## src/rtl/ccc_pkg.sv

```systemverilog
package ccc_pkg;

    // Event codes carried in the op field
    localparam logic [2:0] OP_BATCH        = 3'd0;
    localparam logic [2:0] OP_PREPARE_SENT = 3'd1;
    localparam logic [2:0] OP_CKSUM_SENT   = 3'd2;
    localparam logic [2:0] OP_CKSUM_EXEC   = 3'd3;
    localparam logic [2:0] OP_RESET        = 3'd4;

    // Configuration register indexes
    localparam int unsigned CFG_IDX_W = 2;
    localparam logic [CFG_IDX_W-1:0] CFG_OFFSET_CADENCE = 2'd0;
    localparam logic [CFG_IDX_W-1:0] CFG_TIME_CADENCE   = 2'd1;
    localparam int unsigned CFG_DATA_W = 32;

    // Register reset values
    localparam logic [15:0] OFFSET_CADENCE_RST = 16'd1;
    localparam logic [31:0] TIME_CADENCE_RST   = 32'd900000;

    // Saturation limit of one counter update
    localparam logic [15:0] UPDATE_SAT = 16'hFFFF;

    typedef struct packed {
        logic [2:0]  op;
        logic        lead_flag;
        logic [62:0] batch_term;
        logic [62:0] commit_term;
        logic [63:0] acks_flushed;
        logic [63:0] acks_unflushed;
        logic [47:0] now_ms;
    } t_in_word;

    typedef struct packed {
        logic [2:0] ctrl_code;
        logic       want_prepare;
        logic       want_checksum;
        logic       bad_transition;
    } t_out_word;

    typedef struct packed {
        logic [15:0] offset_cadence;
        logic [31:0] time_cadence;
    } t_cfg;

endpackage

```

## src/rtl/ccc_in_if.sv

```systemverilog
interface ccc_in_if;
    logic        valid;
    logic        ready;
    logic [2:0]  op;
    logic        lead_flag;
    logic [62:0] batch_term;
    logic [62:0] commit_term;
    logic [63:0] acks_flushed;
    logic [63:0] acks_unflushed;
    logic [47:0] now_ms;

    modport source (
        output valid, op, lead_flag, batch_term, commit_term,
               acks_flushed, acks_unflushed, now_ms,
        input  ready
    );
    modport sink (
        input  valid, op, lead_flag, batch_term, commit_term,
               acks_flushed, acks_unflushed, now_ms,
        output ready
    );
endinterface

```

## src/rtl/ccc_out_if.sv

```systemverilog
interface ccc_out_if;
    logic       valid;
    logic       ready;
    logic [2:0] ctrl_code;
    logic       want_prepare;
    logic       want_checksum;
    logic       bad_transition;

    modport source (
        output valid, ctrl_code, want_prepare, want_checksum, bad_transition,
        input  ready
    );
    modport sink (
        input  valid, ctrl_code, want_prepare, want_checksum, bad_transition,
        output ready
    );
endinterface

```

## src/rtl/ccc_cfg_regs.sv

```systemverilog
module ccc_cfg_regs (
    input  logic                          i_clk,
    input  logic                          i_rst_n,
    input  logic                          i_cfg_we,
    input  logic [ccc_pkg::CFG_IDX_W-1:0] i_cfg_idx,
    input  logic [ccc_pkg::CFG_DATA_W-1:0] i_cfg_data,
    output ccc_pkg::t_cfg                 o_cfg
);
    import ccc_pkg::*;

    logic [15:0] r_offset_cadence;
    logic [31:0] r_time_cadence;

    // Write the addressed register, drop writes to unknown indexes
    always_ff @(posedge i_clk) begin
        if (!i_rst_n) begin
            r_offset_cadence <= OFFSET_CADENCE_RST;
            r_time_cadence   <= TIME_CADENCE_RST;
        end else if (i_cfg_we) begin
            if (i_cfg_idx == CFG_OFFSET_CADENCE) begin
                r_offset_cadence <= i_cfg_data[15:0];
            end
            if (i_cfg_idx == CFG_TIME_CADENCE) begin
                r_time_cadence <= i_cfg_data;
            end
        end
    end

    assign o_cfg.offset_cadence = r_offset_cadence;
    assign o_cfg.time_cadence   = r_time_cadence;
endmodule

```

## src/rtl/ccc_in_reg.sv

```systemverilog
module ccc_in_reg (
    input  logic              i_clk,
    input  logic              i_rst_n,
    input  logic              i_valid,
    output logic              o_ready,
    input  ccc_pkg::t_in_word i_word,
    input  logic              i_take,
    output logic              o_valid,
    output ccc_pkg::t_in_word o_word
);
    import ccc_pkg::*;

    logic     r_valid;
    t_in_word r_word;

    // Accept a new word when empty or when the held word moves on
    assign o_ready = !r_valid || i_take;

    always_ff @(posedge i_clk) begin
        if (!i_rst_n) begin
            r_valid <= 1'b0;
        end else if (o_ready) begin
            r_valid <= i_valid;
        end
    end

    // Hold the payload until taken
    always_ff @(posedge i_clk) begin
        if (i_valid && o_ready) begin
            r_word <= i_word;
        end
    end

    assign o_valid = r_valid;
    assign o_word  = r_word;
endmodule

```

## src/rtl/ccc_core.sv

```systemverilog
module ccc_core (
    input  logic               i_clk,
    input  logic               i_rst_n,
    input  ccc_pkg::t_cfg      i_cfg,
    input  logic               i_valid,
    input  ccc_pkg::t_in_word  i_word,
    output logic               o_take,
    output logic               o_valid,
    input  logic               i_ready,
    output ccc_pkg::t_out_word o_word
);
    import ccc_pkg::*;

    typedef enum logic [2:0] {
        ST_OFF       = 3'd0,
        ST_LAGGING   = 3'd1,
        ST_NOT_READY = 3'd2,
        ST_PREPARE   = 3'd3,
        ST_CHECKSUM  = 3'd4,
        ST_WAITING   = 3'd5,
        ST_FOLLOWER  = 3'd6
    } t_ctrl_state;

    t_ctrl_state r_state, n_state;
    logic [16:0] r_count, n_count;
    logic [63:0] r_prior_fl, n_prior_fl;
    logic [63:0] r_prior_unfl, n_prior_unfl;
    logic [47:0] r_last, n_last;
    logic        r_out_valid;
    t_out_word   r_out, n_out;
    logic        n_bad;

    // Batch datapath signals
    logic        follower;
    logic [63:0] base_fl, base_unfl;
    logic [16:0] base_count;
    logic [47:0] base_last;
    logic [63:0] df, du;
    logic        fl_lt, unfl_lt, big;
    logic [31:0] df_lo, du_lo;
    logic [32:0] dsum;
    logic [15:0] upd;
    logic [17:0] cnt_sum;
    logic [16:0] cap, capped;
    logic [48:0] limit;
    logic        due;
    logic        catchup_state;

    // Advance when a word is held and the result register is free
    assign o_take = i_valid && (!r_out_valid || i_ready);

    // Counter update, count cap and due check for a caught-up batch
    always_comb begin
        follower   = (r_state == ST_FOLLOWER);
        base_fl    = follower ? i_word.acks_flushed   : r_prior_fl;
        base_unfl  = follower ? i_word.acks_unflushed : r_prior_unfl;
        base_count = follower ? 17'd0 : r_count;
        base_last  = follower ? i_word.now_ms : r_last;

        fl_lt   = i_word.acks_flushed < base_fl;
        unfl_lt = i_word.acks_unflushed < base_unfl;
        df      = i_word.acks_flushed - base_fl;
        du      = i_word.acks_unflushed - base_unfl;
        big     = (!fl_lt && (|df[63:32])) || (!unfl_lt && (|du[63:32]));
        df_lo   = fl_lt ? 32'd0 : df[31:0];
        du_lo   = unfl_lt ? 32'd0 : du[31:0];
        dsum    = {1'b0, df_lo} + {1'b0, du_lo};
        upd     = (big || (|dsum[32:16])) ? UPDATE_SAT : dsum[15:0];

        cnt_sum = {1'b0, base_count} + {2'b00, upd};
        cap     = {i_cfg.offset_cadence, 1'b0};
        capped  = (cnt_sum > {1'b0, cap}) ? cap : cnt_sum[16:0];

        limit   = {1'b0, base_last} + {17'd0, i_cfg.time_cadence};
        due     = ({1'b0, i_word.now_ms} > limit) ||
                  (capped >= {1'b0, i_cfg.offset_cadence});

        catchup_state = (r_state == ST_OFF) || (r_state == ST_FOLLOWER) ||
                        (r_state == ST_LAGGING) || (r_state == ST_NOT_READY);
    end

    // Next state per event
    always_comb begin
        n_state      = r_state;
        n_count      = r_count;
        n_prior_fl   = r_prior_fl;
        n_prior_unfl = r_prior_unfl;
        n_last       = r_last;
        n_bad        = 1'b0;
        case (i_word.op)
            OP_BATCH: begin
                if (!i_word.lead_flag) begin
                    n_state = ST_FOLLOWER;
                end else if (catchup_state) begin
                    if (i_word.batch_term != i_word.commit_term) begin
                        n_state = ST_LAGGING;
                    end else begin
                        n_prior_fl   = i_word.acks_flushed;
                        n_prior_unfl = i_word.acks_unflushed;
                        n_count      = capped;
                        n_last       = base_last;
                        n_state      = due ? ST_PREPARE : ST_NOT_READY;
                    end
                end
            end
            OP_PREPARE_SENT: begin
                if (r_state == ST_PREPARE) begin
                    n_state = ST_CHECKSUM;
                end else begin
                    n_bad = 1'b1;
                end
            end
            OP_CKSUM_SENT: begin
                if (r_state == ST_CHECKSUM) begin
                    n_state = ST_WAITING;
                end else begin
                    n_bad = 1'b1;
                end
            end
            OP_CKSUM_EXEC: begin
                if (r_state == ST_WAITING) begin
                    n_state = ST_NOT_READY;
                end
            end
            OP_RESET: begin
                n_count      = 17'd0;
                n_last       = i_word.now_ms;
                n_prior_fl   = i_word.acks_flushed;
                n_prior_unfl = i_word.acks_unflushed;
                n_state      = ST_OFF;
            end
            default: begin
                n_bad = 1'b1;
            end
        endcase

        n_out.ctrl_code      = n_state;
        n_out.want_prepare   = (n_state == ST_PREPARE);
        n_out.want_checksum  = (n_state == ST_CHECKSUM);
        n_out.bad_transition = n_bad;
    end

    // Hold state and the result word
    always_ff @(posedge i_clk) begin
        if (!i_rst_n) begin
            r_state      <= ST_OFF;
            r_count      <= 17'd0;
            r_prior_fl   <= 64'd0;
            r_prior_unfl <= 64'd0;
            r_last       <= 48'd0;
            r_out_valid  <= 1'b0;
        end else begin
            if (o_take) begin
                r_state      <= n_state;
                r_count      <= n_count;
                r_prior_fl   <= n_prior_fl;
                r_prior_unfl <= n_prior_unfl;
                r_last       <= n_last;
                r_out_valid  <= 1'b1;
            end else if (i_ready) begin
                r_out_valid  <= 1'b0;
            end
        end
    end

    // Load the result payload with each advanced word
    always_ff @(posedge i_clk) begin
        if (o_take) begin
            r_out <= n_out;
        end
    end

    assign o_valid = r_out_valid;
    assign o_word  = r_out;
endmodule

```

## src/rtl/checksum_cadence_controller_top.sv

```systemverilog
// An accepted word passes through the input register, then the result register, which
// loads it when that register is empty or the output side is ready.
// Throughput: one word per cycle unless the output stalls; the state update is a single
// pass through counter subtract, count cap and due compare between input and result regs.
// Reset (i_rst_n low, synchronous): state off, counters and times zero, both pipeline
// registers empty, offset_cadence 1 and time_cadence 900000.
module checksum_cadence_controller_top (
    input  logic                           i_clk,
    input  logic                           i_rst_n,
    ccc_in_if.sink                         i_in,
    ccc_out_if.source                      o_out,
    input  logic                           i_cfg_we,
    input  logic [ccc_pkg::CFG_IDX_W-1:0]  i_cfg_idx,
    input  logic [ccc_pkg::CFG_DATA_W-1:0] i_cfg_data
);
    import ccc_pkg::*;

    t_cfg      cfg;
    t_in_word  in_word, held_word;
    t_out_word out_word;
    logic      held_valid;
    logic      take;

    // Pack the input payload
    assign in_word.op             = i_in.op;
    assign in_word.lead_flag      = i_in.lead_flag;
    assign in_word.batch_term     = i_in.batch_term;
    assign in_word.commit_term    = i_in.commit_term;
    assign in_word.acks_flushed   = i_in.acks_flushed;
    assign in_word.acks_unflushed = i_in.acks_unflushed;
    assign in_word.now_ms         = i_in.now_ms;

    ccc_cfg_regs u_cfg_regs (
        .i_clk      (i_clk),
        .i_rst_n    (i_rst_n),
        .i_cfg_we   (i_cfg_we),
        .i_cfg_idx  (i_cfg_idx),
        .i_cfg_data (i_cfg_data),
        .o_cfg      (cfg)
    );

    ccc_in_reg u_in_reg (
        .i_clk   (i_clk),
        .i_rst_n (i_rst_n),
        .i_valid (i_in.valid),
        .o_ready (i_in.ready),
        .i_word  (in_word),
        .i_take  (take),
        .o_valid (held_valid),
        .o_word  (held_word)
    );

    ccc_core u_core (
        .i_clk   (i_clk),
        .i_rst_n (i_rst_n),
        .i_cfg   (cfg),
        .i_valid (held_valid),
        .i_word  (held_word),
        .o_take  (take),
        .o_valid (o_out.valid),
        .i_ready (o_out.ready),
        .o_word  (out_word)
    );

    // Unpack the result payload
    assign o_out.ctrl_code      = out_word.ctrl_code;
    assign o_out.want_prepare   = out_word.want_prepare;
    assign o_out.want_checksum  = out_word.want_checksum;
    assign o_out.bad_transition = out_word.bad_transition;
endmodule
```

## src/flat_wrapper.sv

```systemverilog
// flat-port wrapper written by rule: the top's interface ports become plain ports
module checksum_cadence_controller_top_flat import ccc_pkg::*;
  (i_clk, i_rst_n, i_cfg_we, i_cfg_idx, i_cfg_data, i_in_valid, i_in_op, i_in_lead_flag, i_in_batch_term, i_in_commit_term, i_in_acks_flushed, i_in_acks_unflushed, i_in_now_ms, i_in_ready, o_out_valid, o_out_ctrl_code, o_out_want_prepare, o_out_want_checksum, o_out_bad_transition, o_out_ready);
  ccc_in_if i_in_i ();
  ccc_out_if o_out_i ();
  input  logic i_clk;
  input  logic i_rst_n;
  input  logic i_cfg_we;
  input  logic [ccc_pkg::CFG_IDX_W-1:0] i_cfg_idx;
  input  logic [ccc_pkg::CFG_DATA_W-1:0] i_cfg_data;
  input wire logic [$bits(i_in_i.valid)-1:0] i_in_valid;
  input wire logic [$bits(i_in_i.op)-1:0] i_in_op;
  input wire logic [$bits(i_in_i.lead_flag)-1:0] i_in_lead_flag;
  input wire logic [$bits(i_in_i.batch_term)-1:0] i_in_batch_term;
  input wire logic [$bits(i_in_i.commit_term)-1:0] i_in_commit_term;
  input wire logic [$bits(i_in_i.acks_flushed)-1:0] i_in_acks_flushed;
  input wire logic [$bits(i_in_i.acks_unflushed)-1:0] i_in_acks_unflushed;
  input wire logic [$bits(i_in_i.now_ms)-1:0] i_in_now_ms;
  output wire logic [$bits(i_in_i.ready)-1:0] i_in_ready;
  output wire logic [$bits(o_out_i.valid)-1:0] o_out_valid;
  output wire logic [$bits(o_out_i.ctrl_code)-1:0] o_out_ctrl_code;
  output wire logic [$bits(o_out_i.want_prepare)-1:0] o_out_want_prepare;
  output wire logic [$bits(o_out_i.want_checksum)-1:0] o_out_want_checksum;
  output wire logic [$bits(o_out_i.bad_transition)-1:0] o_out_bad_transition;
  input wire logic [$bits(o_out_i.ready)-1:0] o_out_ready;
  assign i_in_i.valid = i_in_valid;
  assign i_in_i.op = i_in_op;
  assign i_in_i.lead_flag = i_in_lead_flag;
  assign i_in_i.batch_term = i_in_batch_term;
  assign i_in_i.commit_term = i_in_commit_term;
  assign i_in_i.acks_flushed = i_in_acks_flushed;
  assign i_in_i.acks_unflushed = i_in_acks_unflushed;
  assign i_in_i.now_ms = i_in_now_ms;
  assign i_in_ready = i_in_i.ready;
  assign o_out_valid = o_out_i.valid;
  assign o_out_ctrl_code = o_out_i.ctrl_code;
  assign o_out_want_prepare = o_out_i.want_prepare;
  assign o_out_want_checksum = o_out_i.want_checksum;
  assign o_out_bad_transition = o_out_i.bad_transition;
  assign o_out_i.ready = o_out_ready;
  checksum_cadence_controller_top u_core (.i_clk(i_clk), .i_rst_n(i_rst_n), .i_in(i_in_i), .o_out(o_out_i), .i_cfg_we(i_cfg_we), .i_cfg_idx(i_cfg_idx), .i_cfg_data(i_cfg_data));
endmodule
```

## config.mk

```make
export PLATFORM = sky130hd
export DESIGN_NAME = checksum_cadence_controller_top_flat
export DESIGN_NICKNAME = d
export VERILOG_FILES = /design/src/rtl/ccc_pkg.sv /design/src/rtl/ccc_in_if.sv /design/src/rtl/ccc_out_if.sv /design/src/rtl/ccc_cfg_regs.sv /design/src/rtl/ccc_in_reg.sv /design/src/rtl/ccc_core.sv /design/src/rtl/checksum_cadence_controller_top.sv /design/src/flat_wrapper.sv
export SDC_FILE = /design/constraint.sdc
export NUM_CORES = 2
export LEC_CHECK = 0
export ABC_AREA = 1
export BUFFER_PORTS_ARGS = -buffer_cell sky130_fd_sc_hd__buf_2
export CORE_MARGIN = 3
export CORE_UTILIZATION = 50
export CTS_CLUSTER_SIZE = 20
export DETAILED_ROUTE_END_ITERATION = 6
export PLACE_DENSITY = 0.68
export SKIP_CTS_REPAIR_TIMING = 1
export SYNTH_ARGS = -nofsm -noshare
export SYNTH_HDL_FRONTEND = slang
export SYNTH_HIERARCHICAL = 1
export SYNTH_SLANG_ARGS = --single-unit
export TNS_END_PERCENT = 20
```

## constraint.sdc

```tcl
create_clock -name i_clk -period 23.2 [get_ports i_clk]
set_input_delay 4.64 -clock i_clk [delete_from_list [all_inputs] [get_ports i_clk]]
set_output_delay 4.64 -clock i_clk [all_outputs]
set_load 0.02 [all_outputs]
```

==> flow_metrics.tcl <==
set metrics [dict create \
    status "finished clean" \
    r2r_start "u_core/u_core/r_state[1]" \
    period_minus_slack_ns 14.04 \
    layout.cells.non_filler 7009 \
    reg2reg_depth 71 \
    drt-initial-drc-count 3256 \
    drt-total-wl_um 129000 \
    viasPerCell 5.408 \
    power.leakage_nw 21.03 \
    cts-root-buf "clkbuf_16" \
    cp_slowest_cell "o21ai_0" \
    setup_ws_ns 9.162 \
    gp_congestion 1.005 \
    yosysUniqueCellTypes 55 \
    crit_start "u_core/u_core/r_state[1]" \
    ys_ff_latch 558 \
    setup_viol 0 \
    fin_skew_ns 0.03341 \
    vias 37900 \
    pwr-share-seq_pct 37.1 \
    nets 6533 \
    p_comb_share_pct 29.6 \
    antenna_found_initial 16 \
    cts_sinks 558 \
    cp_top_family "simple AND/OR/NAND/NOR gates" \
    wl_per_cell_um 18.41 \
    ys_warn_count 6 \
    grt_pass1_vias 35370 \
    endpoint_kind "flip-flop" \
    pin_count 353 \
    clock_path_buffers 3 \
    dp_cells 6885 \
    place_hpwl_um 104100 \
    max-cap-violations 0 \
    clock_latency_ns 0.66 \
    grt_usage_pct 29.91 \
    fillers 7734 \
    multi_input_area_um2 22650 \
    yosysSeqAreaShare_pct 35.68 \
    tns_ns 0 \
    slew_violations 0 \
    antenna_violating_nets_post_route 0 \
    grt_pass1_wl_um 196600 \
    clk_pin_slew_ns 0.06 \
    swShare_pct 34.03 \
    max_stage_delay_ns 0.84 \
    die-area_um2 83560 \
    hold_path_class "flip-flop to flip-flop" \
    max_freq_ghz 0.07124 \
    synth.avg_cell_area_um2 7.159 \
    required_ns 23.62 \
    grt-ovfl-total 0 \
    synth_cells 5596 \
    min_period_over_period_pct 60.51 \
    reg2reg_setup_slack_ns 9.16 \
    netSwitchingPower_mw 1.045 \
    die_h_um 289.1 \
    rows 103 \
    cts_tree "done" \
    pre_cts_ws_ns 9.423 \
    worst_pin_slew_ns 1.059 \
    cp_max_fo 34 \
    syn_to_final_growth_pct 12.06 \
    ir_worst_vdd_mv 0.08463 \
    cp_num_buf_inv 5 \
    async_flop_share_pct 0 \
    syn-num-nets 6234 \
    finalHoldViolCount 0 \
    cts_buffers 58 \
    grt_max_degree 102 \
    relSlewSlack_pct 29.38 \
    cp_common_cell "nand2_1" \
    critPathCapture "u_core/u_core/o_word[2]" \
    fin_util_pct 56.73 \
    first_pass_iters 6 \
    ys.flop_type "edfxtp_1" \
    clkPwrFrac_pct 33.4 \
    die_x_um 289.1 \
    power_density_nw_per_um2 68.38 \
    rsz0062_at_grt "no" \
    core_area_um2 79130 \
    worstPathArrival_ns 14.46 \
    r2r_end "u_core/u_core/o_word[2]" \
    netlist_area_um2 40060 \
    totalPowerFinal_mw 3.070 \
    critPathKind "flip-flop to flip-flop" \
    worst-path-stages 71 \
    synth_enable_flop_cells 312 \
    drive_above_1_share_pct 9.134 \
    worst_setup_path_start_kind "flip-flop" \
    seq_area_um2 14290 \
    port_buffers 352 \
    cts_max_level 2 \
    drc 0 \
    p_int_mw 2.025 \
    start_util_pct 50.63 \
]
## logic make-up after synthesis
| kind of cell | after synthesis | share of synthesized area, % |
|---|---|---|
| AOI/OAI and AO/OA | 875 | 11.80 |
| xor gates and xnor gates | 195 | 4.263 |
| adders and majority gates | 293 | 9.245 |
| buffers and inverters | 810 | 7.867 |
| DFF | 558 | 35.68 |
| muxes | 124 | 3.098 |
| and+or+nand+nor | 2741 | 28.05 |
## power by group through the flow
stage | combinational [mW] | clock [mW] | sequential (mW)
final | 0.908 | 1.02 | 1.14
after global placement | 0.895 | 0 | 1.16
after detailed placement | 0.889 | 0 | 1.16
after floorplan | 0.627 | 0 | 1.17
after global routing | 1.02 | 1.09 | 1.14
after CTS | 0.895 | 1.05 | 1.14
## final cells by class
type | count | share of cell area, %
inverters | 678 | 5.680
flip-flops and latches | 558 | 31.84
clock buffers | 80 | 3.687
repair buffers | 371 | 4.256
diodes | 14 | 0.07804
clock inverters | 30 | 1.079
multi-input cells | 4228 | 50.45
well taps | 1050 | 2.926
## sequential cells by signal, summed over array words and instances (netlist names)
name                                count
u_core/u_core/o_word                    6
u_core/u_core/r_prior_fl               64
u_core/u_core/r_last                   48
u_core/u_cfg_regs/r_offset_cadence     16
u_core/u_in_reg/o_valid                 1
u_core/u_core/r_count                  17
u_core/u_core/r_state                   3
u_core/u_in_reg/o_word                306
u_core/u_core/r_prior_unfl             64
u_core/u_cfg_regs/r_time_cadence       32
u_core/u_core/o_valid                   1
## synthesized netlist by cell type, types with 2 or more instances
| cell type | number | share of area, % |
|---|---|---|
| nand2_1 | 1474 | 14 |
| nor2_1 | 786 | 7.4 |
| inv_1 | 670 | 6.3 |
| o21ai_0 | 376 | 4.7 |
| a21oi_1 | 345 | 4.3 |
| edfxtp_1 | 312 | 23 |
| ha_1 | 288 | 9.0 |
| dfxtp_1 | 246 | 12 |
| nand3_1 | 227 | 2.8 |
| mux2i_1 | 124 | 3.1 |
| xnor2_1 | 121 | 2.6 |
| nand4_1 | 118 | 1.8 |
| xor2_1 | 74 | 1.6 |
| clkbuf_1 | 61 | 0.57 |
| buf_2 | 53 | 0.66 |
| nor3_1 | 48 | 0.60 |
| a31oi_1 | 45 | 0.70 |
| o21bai_1 | 37 | 0.69 |
| nand2_2 | 31 | 0.48 |
| nor4_1 | 18 | 0.28 |
| a21o_1 | 15 | 0.28 |
| buf_1 | 10 | 0.094 |
| nand3b_1 | 10 | 0.19 |
| o21ai_1 | 9 | 0.11 |
| o21a_1 | 8 | 0.15 |
| a21oi_2 | 7 | 0.15 |
| inv_2 | 6 | 0.056 |
| nand3_2 | 6 | 0.15 |
| nor2_2 | 6 | 0.094 |
| nor3_2 | 6 | 0.15 |
| o211ai_1 | 6 | 0.11 |
| a211oi_1 | 5 | 0.094 |
| fa_1 | 5 | 0.25 |
| a21boi_0 | 4 | 0.075 |
| buf_4 | 4 | 0.075 |
| buf_6 | 4 | 0.11 |
| a221oi_1 | 3 | 0.066 |
| o31ai_1 | 3 | 0.056 |
| or2_2 | 3 | 0.047 |
| a31o_2 | 2 | 0.044 |
| and2_1 | 2 | 0.031 |
| and3_1 | 2 | 0.031 |
| clkinv_1 | 2 | 0.019 |
| nor2_4 | 2 | 0.056 |
| o22ai_1 | 2 | 0.031 |
## cell usage in the layout (no fill, tap or decap), drive strengths merged, types with 3 or more instances in the layout
cell / count
nand2: 1505
nor2: 794
inv: 677
o21ai: 387
buf: 371
a21oi: 352
edfxtp: 312
ha: 288
dfxtp: 246
nand3: 234
mux2i: 124
xnor2: 121
nand4: 118
clkbuf: 80
xor2: 74
nor3: 55
a31oi: 45
o21bai: 37
nor4: 18
clkinv: 18
a21o: 15
diode: 14
bufinv: 10
nand3b: 10
o21a: 8
o211ai: 6
a211oi: 5
fa: 5
a21boi: 5
clkinvlp: 3
or2: 3
a221oi: 3
o31ai: 3
## worst min path at each step
| stage | end | cells past startpoint | slack [ns] | from |
|---|---|---|---|---|
| 4_1_cts | u_core/u_core/r_count[7] | 2 | 0.47 | u_core/u_core/r_count[7] |
| 3_5_place_dp | u_core/u_core/r_count[7] | 2 | 0.46 | u_core/u_core/r_count[7] |
| 6_report | u_core/u_core/r_count[6] | 2 | 0.47 | u_core/u_core/r_count[6] |
| 2_1_floorplan | u_core/u_core/r_count[2] | 2 | 0.44 | u_core/u_core/r_count[2] |
| 5_1_grt | u_core/u_core/r_count[9] | 2 | 0.48 | u_core/u_core/r_count[9] |
| 3_3_place_gp | u_core/u_core/r_count[1] | 2 | 0.45 | u_core/u_core/r_count[1] |
## per-layer routing
layer / global-route usage, % / vias up / wire length (um)
met5: 0 / - / 55
met4: 8.380 / 8 / 3660
met3: 5.311 / 199 / 9084
met2: 48.25 / 1166 / 58060
met1: 41.25 / 17470 / 58170
li1: - / 19060 / -
## worst reg2reg max path: cells and delay by family, from the launching register on
kind,cells,cell delay [ns]
buffers and inverters,5,1.78
adders and majority gates,5,1.75
DFF,1,0.76
xor gates and xnor gates,2,0.37
and+or+nand+nor,47,5.72
AOI/OAI and AO/OA,12,3.40
## stage by stage
stage	instance area (um^2)	hold WS [ns]
after global routing	44880	0.4763
after global placement	42720	0.4539
after CTS	44860	0.4673
final	44890	0.4654
after detailed placement	42720	0.4576
after floorplan	40060	0.4442
Power figures use the tool's default switching activity.
